### src/hdl/tlvp_pkg.sv
// ----------------------------------------------------------------------------
// tlvp_pkg
// Shared types and constants for the TLV packet parser: payload structs,
// record kinds, status codes and sizing of the response queue.
// ----------------------------------------------------------------------------
package tlvp_pkg;

   // Sizing
   localparam int MAX_ENTRY_SLOTS  = 16;
   localparam int MAX_PACKET_BYTES = 250;
   localparam int HEADER_BYTES     = 2;
   localparam int POS_W            = 9;
   localparam int ENTRY_CNT_W      = $clog2(MAX_ENTRY_SLOTS + 1);

   // Response queue: room for two records pushed in one cycle
   localparam int RSP_Q_DEPTH = 4;
   localparam int RSP_Q_PTR_W = $clog2(RSP_Q_DEPTH);
   localparam int RSP_Q_CNT_W = $clog2(RSP_Q_DEPTH + 1);

   // Record kinds
   localparam logic KIND_ENTRY  = 1'b0;
   localparam logic KIND_STATUS = 1'b1;

   // Status codes
   localparam logic [1:0] ST_OK        = 2'd0;
   localparam logic [1:0] ST_TOO_SHORT = 2'd1;
   localparam logic [1:0] ST_BAD_LEN   = 2'd2;
   localparam logic [1:0] ST_OVERSIZE  = 2'd3;

   typedef struct packed {
      logic [7:0] data_byte;
      logic       last_byte;
   } req_type;

   typedef struct packed {
      logic       kind;
      logic [7:0] main_command;
      logic [7:0] entry_command;
      logic [7:0] entry_offset;
      logic [7:0] entry_length;
      logic [3:0] entry_index;
      logic [4:0] entry_total;
      logic [7:0] payload_length;
      logic [1:0] status;
      logic       truncated;
      logic       last_of_run;
   } rsp_type;

   // Records produced by one accepted byte
   typedef struct packed {
      logic    ent_valid;
      rsp_type ent;
      logic    sts_valid;
      rsp_type sts;
   } parse_out_type;

endpackage

### src/hdl/tlvp_parse.sv
// ----------------------------------------------------------------------------
// tlvp_parse
// Byte-wise TLV parse state. On each accepted byte it updates the phase and
// counters and presents the entry and status records that byte produces.
// ----------------------------------------------------------------------------
module tlvp_parse (
   input  logic                   clock,
   input  logic                   reset,
   input  logic                   fire,
   input  tlvp_pkg::req_type      req_data,
   output tlvp_pkg::parse_out_type result
);

   localparam logic [2:0] PH_MAIN = 3'd0;
   localparam logic [2:0] PH_LEN  = 3'd1;
   localparam logic [2:0] PH_ECMD = 3'd2;
   localparam logic [2:0] PH_ELEN = 3'd3;
   localparam logic [2:0] PH_DATA = 3'd4;
   localparam logic [2:0] PH_IDLE = 3'd5;

   localparam logic [tlvp_pkg::POS_W-1:0] POS_MAX = '1;

   logic [2:0]                       phase_ff, phase_in;
   logic [tlvp_pkg::POS_W-1:0]       pos_ff, pos_in;
   logic [7:0]                       main_ff, main_in;
   logic [7:0]                       decl_ff, decl_in;
   logic [7:0]                       estart_ff, estart_in;
   logic [7:0]                       ecode_ff, ecode_in;
   logic [7:0]                       pleft_ff, pleft_in;
   logic [7:0]                       dleft_ff, dleft_in;
   logic [tlvp_pkg::ENTRY_CNT_W-1:0] found_ff, found_in;
   logic                             cut_ff, cut_in;
   logic                             long_ff, long_in;

   logic [7:0]  b;
   logic [7:0]  pleft_dec;
   logic [7:0]  dleft_dec;
   logic [31:0] idx32;
   logic [31:0] tot32;
   logic [1:0]  st;
   logic        ent_valid;

   assign b         = req_data.data_byte;
   assign pleft_dec = pleft_ff - 8'd1;
   assign dleft_dec = dleft_ff - 8'd1;

   // Phase and counter update for the current byte
   always_comb begin
      phase_in  = phase_ff;
      main_in   = main_ff;
      decl_in   = decl_ff;
      estart_in = estart_ff;
      ecode_in  = ecode_ff;
      pleft_in  = pleft_ff;
      dleft_in  = dleft_ff;
      found_in  = found_ff;
      cut_in    = cut_ff;
      ent_valid = 1'b0;
      long_in   = long_ff |
                  (10'(pos_ff) >= 10'(tlvp_pkg::MAX_PACKET_BYTES));
      pos_in    = (pos_ff != POS_MAX) ? pos_ff + 1'b1 : pos_ff;

      unique case (phase_ff)
         PH_MAIN: begin
            main_in  = b;
            phase_in = PH_LEN;
         end
         PH_LEN: begin
            decl_in  = b;
            pleft_in = b;
            phase_in = (b >= 8'(tlvp_pkg::HEADER_BYTES)) ? PH_ECMD : PH_IDLE;
         end
         PH_ECMD: begin
            ecode_in  = b;
            estart_in = pos_ff[7:0];
            pleft_in  = pleft_dec;
            phase_in  = PH_ELEN;
         end
         PH_ELEN: begin
            pleft_in = pleft_dec;
            if (b > pleft_dec) begin
               cut_in   = 1'b1;
               phase_in = PH_IDLE;
            end else begin
               if (found_ff < tlvp_pkg::ENTRY_CNT_W'(tlvp_pkg::MAX_ENTRY_SLOTS)) begin
                  ent_valid = 1'b1;
                  found_in  = found_ff + 1'b1;
               end
               dleft_in = b;
               if (b == 8'd0) begin
                  phase_in = (pleft_dec >= 8'(tlvp_pkg::HEADER_BYTES)) ?
                             PH_ECMD : PH_IDLE;
               end else begin
                  phase_in = PH_DATA;
               end
            end
         end
         PH_DATA: begin
            dleft_in = dleft_dec;
            pleft_in = pleft_dec;
            if (dleft_dec == 8'd0) begin
               phase_in = (pleft_dec >= 8'(tlvp_pkg::HEADER_BYTES)) ?
                          PH_ECMD : PH_IDLE;
            end
         end
         default: begin
         end
      endcase
   end

   // End-of-packet status
   always_comb begin
      if (pos_ff == '0) begin
         st = tlvp_pkg::ST_TOO_SHORT;
      end else if (10'(decl_in) > (10'(pos_ff) - 10'd1)) begin
         st = tlvp_pkg::ST_BAD_LEN;
      end else if (long_in) begin
         st = tlvp_pkg::ST_OVERSIZE;
      end else begin
         st = tlvp_pkg::ST_OK;
      end
   end

   assign idx32 = 32'(found_ff);
   assign tot32 = 32'(found_in);

   // Record assembly
   always_comb begin
      result.ent_valid            = ent_valid;
      result.ent.kind             = tlvp_pkg::KIND_ENTRY;
      result.ent.main_command     = main_in;
      result.ent.entry_command    = ecode_ff;
      result.ent.entry_offset     = estart_ff;
      result.ent.entry_length     = b;
      result.ent.entry_index      = idx32[3:0];
      result.ent.entry_total      = 5'd0;
      result.ent.payload_length   = decl_in;
      result.ent.status           = tlvp_pkg::ST_OK;
      result.ent.truncated        = 1'b0;
      result.ent.last_of_run      = ~req_data.last_byte;

      result.sts_valid            = req_data.last_byte;
      result.sts.kind             = tlvp_pkg::KIND_STATUS;
      result.sts.main_command     = main_in;
      result.sts.entry_command    = 8'd0;
      result.sts.entry_offset     = 8'd0;
      result.sts.entry_length     = 8'd0;
      result.sts.entry_index      = 4'd0;
      result.sts.entry_total      = (st == tlvp_pkg::ST_OK) ? tot32[4:0] : 5'd0;
      result.sts.payload_length   = decl_in;
      result.sts.status           = st;
      result.sts.truncated        = (st == tlvp_pkg::ST_OK) ? cut_in : 1'b0;
      result.sts.last_of_run      = 1'b1;
   end

   // State registers; the final byte returns everything to reset values
   always_ff @(posedge clock) begin
      if (reset || (fire && req_data.last_byte)) begin
         phase_ff  <= PH_MAIN;
         pos_ff    <= '0;
         main_ff   <= '0;
         decl_ff   <= '0;
         estart_ff <= '0;
         ecode_ff  <= '0;
         pleft_ff  <= '0;
         dleft_ff  <= '0;
         found_ff  <= '0;
         cut_ff    <= 1'b0;
         long_ff   <= 1'b0;
      end else if (fire) begin
         phase_ff  <= phase_in;
         pos_ff    <= pos_in;
         main_ff   <= main_in;
         decl_ff   <= decl_in;
         estart_ff <= estart_in;
         ecode_ff  <= ecode_in;
         pleft_ff  <= pleft_in;
         dleft_ff  <= dleft_in;
         found_ff  <= found_in;
         cut_ff    <= cut_in;
         long_ff   <= long_in;
      end
   end

endmodule

### src/hdl/tlvp_rsp_queue.sv
// ----------------------------------------------------------------------------
// tlvp_rsp_queue
// Small register queue for result records. Takes up to two records per
// cycle and delivers one per transfer on the response channel.
// ----------------------------------------------------------------------------
module tlvp_rsp_queue (
   input  logic                    clock,
   input  logic                    reset,
   input  logic                    push,
   input  tlvp_pkg::parse_out_type records,
   output logic                    space_ok,
   output logic                    rsp_valid,
   input  logic                    rsp_ready,
   output tlvp_pkg::rsp_type       rsp_data
);

   tlvp_pkg::rsp_type slots_ff [tlvp_pkg::RSP_Q_DEPTH];

   logic [tlvp_pkg::RSP_Q_PTR_W-1:0] wr_ptr_ff, wr_ptr_in;
   logic [tlvp_pkg::RSP_Q_PTR_W-1:0] rd_ptr_ff, rd_ptr_in;
   logic [tlvp_pkg::RSP_Q_CNT_W-1:0] count_ff, count_in;
   logic [tlvp_pkg::RSP_Q_PTR_W-1:0] sts_ptr;
   logic                             push_ent;
   logic                             push_sts;
   logic                             pop;

   assign push_ent  = push & records.ent_valid;
   assign push_sts  = push & records.sts_valid;
   assign pop       = rsp_valid & rsp_ready;
   assign sts_ptr   = wr_ptr_ff + tlvp_pkg::RSP_Q_PTR_W'(push_ent);

   assign rsp_valid = (count_ff != '0);
   assign rsp_data  = slots_ff[rd_ptr_ff];
   assign space_ok  = (count_ff <= tlvp_pkg::RSP_Q_CNT_W'(tlvp_pkg::RSP_Q_DEPTH - 2));

   // Pointer and fill count update
   always_comb begin
      wr_ptr_in = wr_ptr_ff + tlvp_pkg::RSP_Q_PTR_W'(push_ent) +
                  tlvp_pkg::RSP_Q_PTR_W'(push_sts);
      rd_ptr_in = rd_ptr_ff + tlvp_pkg::RSP_Q_PTR_W'(pop);
      count_in  = count_ff + tlvp_pkg::RSP_Q_CNT_W'(push_ent) +
                  tlvp_pkg::RSP_Q_CNT_W'(push_sts) - tlvp_pkg::RSP_Q_CNT_W'(pop);
   end

   always_ff @(posedge clock) begin
      if (reset) begin
         wr_ptr_ff <= '0;
         rd_ptr_ff <= '0;
         count_ff  <= '0;
      end else begin
         wr_ptr_ff <= wr_ptr_in;
         rd_ptr_ff <= rd_ptr_in;
         count_ff  <= count_in;
      end
   end

   // Record storage, entry record first when a byte gives two
   always_ff @(posedge clock) begin
      if (push_ent) begin
         slots_ff[wr_ptr_ff] <= records.ent;
      end
      if (push_sts) begin
         slots_ff[sts_ptr] <= records.sts;
      end
   end

endmodule

### src/hdl/tlv_packet_parser_core.sv
// ----------------------------------------------------------------------------
// tlv_packet_parser_core
// Records are queued as their byte transfers. Throughput: one byte per cycle
// while the queue has room; a final byte that completes an entry gives two
// records, drained one per cycle (rsp_ready high) by the four-entry queue.
// Reset: synchronous, active high; clears parse state and empties the queue.
// The parse state also returns to its reset values after every final byte.
// ----------------------------------------------------------------------------
module tlv_packet_parser_core (
   input  logic              clock,
   input  logic              reset,
   input  logic              req_valid,
   output logic              req_ready,
   input  tlvp_pkg::req_type req_data,
   output logic              rsp_valid,
   input  logic              rsp_ready,
   output tlvp_pkg::rsp_type rsp_data
);

   tlvp_pkg::parse_out_type records;
   logic                    fire;
   logic                    space_ok;

   assign req_ready = space_ok;
   assign fire      = req_valid & req_ready;

   // Per-byte parse state and record build
   tlvp_parse u_parse (
      .clock    (clock),
      .reset    (reset),
      .fire     (fire),
      .req_data (req_data),
      .result   (records)
   );

   // Result buffering toward the response channel
   tlvp_rsp_queue u_rsp_queue (
      .clock     (clock),
      .reset     (reset),
      .push      (fire),
      .records   (records),
      .space_ok  (space_ok),
      .rsp_valid (rsp_valid),
      .rsp_ready (rsp_ready),
      .rsp_data  (rsp_data)
   );

endmodule
### config.mk
export PLATFORM = sky130hd
export DESIGN_NAME = tlv_packet_parser_core
export DESIGN_NICKNAME = d
export VERILOG_FILES = /design/src/hdl/tlvp_pkg.sv /design/src/hdl/tlvp_parse.sv /design/src/hdl/tlvp_rsp_queue.sv /design/src/hdl/tlv_packet_parser_core.sv
export SDC_FILE = /design/constraint.sdc
export NUM_CORES = 1
export LEC_CHECK = 0
export ABC_CLOCK_PERIOD_IN_PS = 9700
export BUFFER_PORTS_ARGS = -buffer_cell sky130_fd_sc_hd__buf_2
export CAP_MARGIN = 10
export CELL_PAD_IN_SITES_DETAIL_PLACEMENT = 0
export CELL_PAD_IN_SITES_GLOBAL_PLACEMENT = 1
export CORE_MARGIN = 3
export CORE_UTILIZATION = 56
export DETAILED_ROUTE_END_ITERATION = 8
export PLACE_DENSITY = 0.83
export SETUP_SLACK_MARGIN = 0.15
export SYNTH_ARGS = -nofsm -noshare
export SYNTH_HDL_FRONTEND = slang
export SYNTH_HIERARCHICAL = 1
export SYNTH_SLANG_ARGS = --single-unit
### constraint.sdc
create_clock -name clock -period 9.7 [get_ports clock]
set_clock_uncertainty 0.15 [all_clocks]
set_input_delay 1.455 -clock clock [delete_from_list [all_inputs] [get_ports clock]]
set_output_delay 1.455 -clock clock [all_outputs]
set_load 0.03 [all_outputs]
Word-level counts from Yosys, hierarchy flattened. Memories as Yosys holds them, arrays and structs flattened. A register that Yosys moved wholly into a read port is not among the register bits. Index checks and enable logic that the tools add are counted.

Register bits after elaboration: 74. RAM bits: 216. Input port bits: 13. Output and inout bits: 56. Logic and storage cells: 92. Memories kept: 1.

Memories: u_rsp_queue.slots_ff (depth 4, bits a word 54, rd ports 1, clocked after memory_dff 1, write ports 2, line tlvp_rsp_queue.sv:17) `tlvp_pkg::rsp_type slots_ff [tlvp_pkg::RSP_Q_DEPTH];`.

Add/subtract/negate cells: 11. Order comparisons: 7. Equal/unequal tests: 7. Muxes and demuxes: 29. Bitwise gates (word level): 6. Reductions and logical operators: 17.

Operator list (number): 8-bit case mux with 2 select lines (2); 8-bit 2-to-1 mux (3); 5-bit 2-to-1 mux (4); 8-bit by 2-bit greater-or-equal comparator with 1-bit output (second input constant) (2); 8-bit zero test (2); 8-bit by 1-bit subtractor with 8-bit output (second input constant) (2); 3-bit 2-to-1 mux (5); 3-bit case mux with 5 select lines (1); 8-bit by 10-bit > comparator with 1-bit output (1); 1-bit 2-to-1 mux (10); 9-bit by 1-bit subtractor with 10-bit output (second input constant) (1); 9-bit by 1-bit adder with 9-bit output (second input constant) (1); 9-bit by 8-bit greater-or-equal comparator with 1-bit output (second input constant) (1); 9-bit zero test (1); 9-bit inequality test (second input constant) (1); 8-bit > comparator (1); 2-bit 2-to-1 mux (4); 2-bit by 1-bit adder with 2-bit output (3); 3-bit by 1-bit adder with 3-bit output (2); 3-bit by 2-bit == test with 1-bit output (second input constant) (2); 2-bit AND reduction (3); 3-bit AND reduction (2); 5-bit by 1-bit adder with 5-bit output (second input constant) (1); 5-bit less-than comparator (second input constant) (1); other kinds (17) (21).

Logic depth before layout (Yosys ltp).
Depth in word-level cells: 8. Depth in mapped cells: 20.

Hierarchy. Netlist, hierarchy kept.

Modules (own cells, without submodules): tlvp_rsp_queue (instances 1, cells an instance 569, area an instance 10908.0 µm²); tlvp_parse (instances 1, cells an instance 626, area an instance 4760.8 µm²); tlv_packet_parser_core (instances 1, cells an instance 1, area an instance 6.3 µm²).

Worst setup path before layout. OpenSTA, ideal clock, no wires.

Kind: reg2reg. From: register u_parse.pleft_ff[0]. To: memory u_rsp_queue/slots_ff[2][0] (netlist bit), enable pin. Setup time: 0.477 ns. Data arrival time: 5.661 ns. Required time: 9.073 ns. Slack: 3.412 ns. Stages on the path, launching flop included: 21. Period minus slack after synthesis: 6.288 ns. Cells stage by stage: dfxtp_1 -> inv_1 -> ha_1 -> or3b_2 -> or4_1 -> and2_1 -> ha_1 -> and2_1 -> nand2_1 -> a211o_1 -> a31oi_4 -> buf_6 -> nor2_1 -> buf_4 -> nand2_1 -> inv_1 -> ha_1 -> xnor2_2 -> nor3_4 -> buf_6 -> o21bai_1.

RTL lines: from (decl) (line tlvp_parse.sv:29) `logic [7:0] pleft_ff, pleft_in;`; from (signal assigned) (line tlvp_parse.sv:177) `pleft_ff <= pleft_in;`; to (decl) (line tlvp_rsp_queue.sv:17).

==> impl_metrics.ini <==
[status]
status = finished, final reports clean

[yosys]
avgSynthCellArea_um2 = 13.11
synth.distinct_cells = 69
synth_seq_cells = 290
synth_ff_type = edfxtp_1
synth_top_area_cell = edfxtp_1
ys_warn_count = 6
async_flop_share_pct = 0
ys_seq_area_share_pct = 50.83
synth_top_area_share_pct = 41.38
synth_area_um2 = 15680
synthTopCellsByArea = edfxtp_1 41%, mux2_2 15%, dfxtp_1 9.5%, mux4_2 7.8%, buf_4 3.6%
syn_inst = 1196
synth-edff-count = 216

[timing]
max_freq_ghz = 0.1579
tightest_slew_ps = 942.5
hold_viol = 0
period_share_pct = 65.29
fin_setup_tns_ps = 0
fin_crit_ps = 6333
setup_violations = 0
rsz0062_at_grt = false
slew_violations = 0
max-slew-margin-rel_pct = 37.17
fin_hold_ws_ps = 303.6

[grt]
grt_first_pass_wirelength_um = 54180
grt_usage_pct = 22.70
grt_pass1_vias = 9408
antenna_found_initial = 0
grt_overflow = 0
grt_max_degree = 62

[cts]
clockBufferDepth = 3
numCtsBuffers = 30
holdBufCountCts = 0
cts_resized = 0
htree_levels = 1
root_buffer = clkbuf_16
cts.reportedPaths.clkPinSlew_ps = 60
clk-insertion-delay-late_ps = 550
tritoncts = yes
cts_setup_buffers = 0
cts_sinks = 290

[setup_path]
critPathArrivalTime_ps = 6480
cpMostUsedCell = ha_1
start_kind = flop
reg2reg_depth = 18
slowest_stage = buf_4
cp.required_ps = 9850
cp-end-kind = flop
crit_buf_inv = 3
cpPeakStageDelay_ps = 740
cp.depth = 18
crit_family = simple AND/OR/NAND/NOR gates
worstSetupPathType = flop to flop
cp_max_fo = 54
cp_cell_sequence = inv_1 > ha_1 > or3b_2 > or4_1 > and2_1 > ha_1 > and2_1 > nand2_1 > a211o_1 > a31oi_4 > nor2_1 > nand2_1 > inv_1 > ha_1 > nand3_1 > nor2_4 > buf_4 > mux2_2

[placed_design]
gp_congestion = 0.8441
dpl.hpwl_um = 19930
port_buffers = 68

[finish]
ff_latch_area_um2 = 7973
fillers = 2162
diodes = 0
drive_above_1_share_pct = 34.47
final_nets = 1254
multiInputGateArea_um2 = 6833
syn2layout_area_growth_pct = 7.200

[floorplan]
io_pins = 69
dieArea_um2 = 30030
rows = 60
die_y_um = 173.3
die_w_um = 173.3
core_um2 = 27250
start_util_pct = 57.52

[drt]
dr.pass1.iters = 5
drt_iter0_drc = 870
via_per_inst = 5.862
wl_per_cell_um = 21.27
vias = 9408
drt.antenna.violating_nets = 0
drc = 0
postRouteWirelength_um = 34140

[power_and_ir_drop]
ir_worst_vdd_mv = 0.1335
combinationalPowerShare_pct = 31.6
power.density_nw_per_um2 = 232.8
seqPwrFrac_pct = 39.1
intPower_mw = 2.632
power.net_switching_mw = 1.280
pwr-share-clk_pct = 29.3
swShare_pct = 32.72
p_leak_nw = 6.091

[job]
drv_cap = 0

[worst_hold_path]
hold_class = flop to flop
min_path_cells = 2
## logic make-up (layout without fill, tap and decap cells)
kind of cell    count (synthesis)  in the layout  share of synthesized area, %
flops                         290            290                         50.83
other cells                     2             39                       0.04791
fa+ha+maj                      32             32                         2.650
compound gates                125            125                         5.220
buf+inv                       164            164                         6.617
mux                           292            292                         24.95
simple gates                  266            266                         8.190
xor+xnor                       25             25                         1.493
## sequential cells by signal (all words and copies together), names as in the netlist
| signal | cells |
|---|---|
| u_parse/cut_ff | 1 |
| u_parse/decl_ff | 8 |
| u_parse/dleft_ff | 8 |
| u_parse/ecode_ff | 8 |
| u_parse/estart_ff | 8 |
| u_parse/found_ff | 5 |
| u_parse/long_ff | 1 |
| u_parse/main_ff | 8 |
| u_parse/phase_ff | 3 |
| u_parse/pleft_ff | 8 |
| u_parse/pos_ff | 9 |
| u_rsp_queue/count_ff | 3 |
| u_rsp_queue/rd_ptr_ff | 2 |
| u_rsp_queue/slots_ff | 216 |
| u_rsp_queue/wr_ptr_ff | 2 |
## layer usage
| layer | part of all wire [%] | track usage (%) | up-vias |
|---|---|---|---|
| met3 | 4.7 | 2.672 | 38 |
| met4 | 1.3 | 3.885 | 0 |
| met5 | 0 | 0 | - |
| met1 | 46 | 33.05 | 4713 |
| li1 | - | - | 4425 |
| met2 | 48 | 37.57 | 232 |
## path summary, 6_finish.rpt
| path | startpoint | end | slack [ps] |
|---|---|---|---|
| worst max register to register | u_parse/pleft_ff[0] | u_rsp_queue/slots_ff[3][18] | 3370 |
| worst max-delay path | u_parse/pleft_ff[0] | u_rsp_queue/slots_ff[3][18] | 3370 |
| worst min register to register | u_parse/cut_ff | u_parse/cut_ff | 300 |
| worst min-delay path | u_parse/cut_ff | u_parse/cut_ff | 300 |
## Yosys cell counts (10+ instances only)
master	count
nand3_1	14
nand2_1	96
xnor2_1	15
edfxtp_1	216
clkbuf_1	37
dfxtp_1	74
nor2_1	64
buf_6	14
ha_1	30
nor3_1	18
mux4_2	54
or3_1	10
nand4_1	11
a21oi_1	52
a21o_1	11
o21ai_0	16
buf_4	76
mux2_2	209
mux2i_1	15
inv_1	22
## layout by cell type (no fill, tap or decap), drive strengths merged, types with 3 or more instances in the layout
cell type / instances
a211o: 3
a211oi: 8
a21o: 11
a21oi: 53
and2: 8
and3: 3
buf: 86
bufinv: 3
clkbuf: 40
clkinv: 12
conb: 39
dfxtp: 74
edfxtp: 216
ha: 30
inv: 22
mux2: 223
mux2i: 15
mux4: 54
nand2: 97
nand2b: 3
nand3: 14
nand4: 11
nor2: 66
nor2b: 7
nor3: 20
nor3b: 3
nor4: 8
o211ai: 5
o21ai: 17
o22ai: 3
o31ai: 9
o32ai: 3
or3: 11
or4: 9
xnor2: 16
xor2: 9
## power groups by stage
| stage | sequential (mW) | clock [mW] | combinational [mW] |
|---|---|---|---|
| 6_report | 1.53 | 1.15 | 1.24 |
| 5_1_grt | 1.55 | 1.22 | 1.34 |
| 4_1_cts | 1.53 | 1.16 | 1.24 |
| 3_5_place_dp | 1.56 | 0 | 1.24 |
| 3_3_place_gp | 1.56 | 0 | 1.22 |
| 2_1_floorplan | 1.50 | 0 | 1.06 |
## layout make-up
cell class	instances	area share (%)
flip-flops and latches	290	47.45
well taps	372	2.770
repair buffers	86	2.829
multi-input cells	779	40.66
inverters	22	0.4914
clock inverters	16	0.9233
clock buffers	40	4.877
## through the flow
step                worst slack (ps)  total power, mW  utilization (%)  cell area, µm²  cells
finish                          3367            3.912            61.66           16800   1605
global route                    3072            4.097            61.66           16800   1605
CTS                             3409            3.936            61.66           16800   1605
detailed placement              3442            2.795            58.09           15830   1549
global placement                3573            2.775            58.09           15830   1549
floorplan                       3412            2.558                -           15810   1233
## tightest hold or removal path, stage by stage (launching register included)
cell and delay (ps):
dfxtp_1 300, inv_1 60, a21oi_1 50
Note: power is estimated with default switching activity, not from simulation.
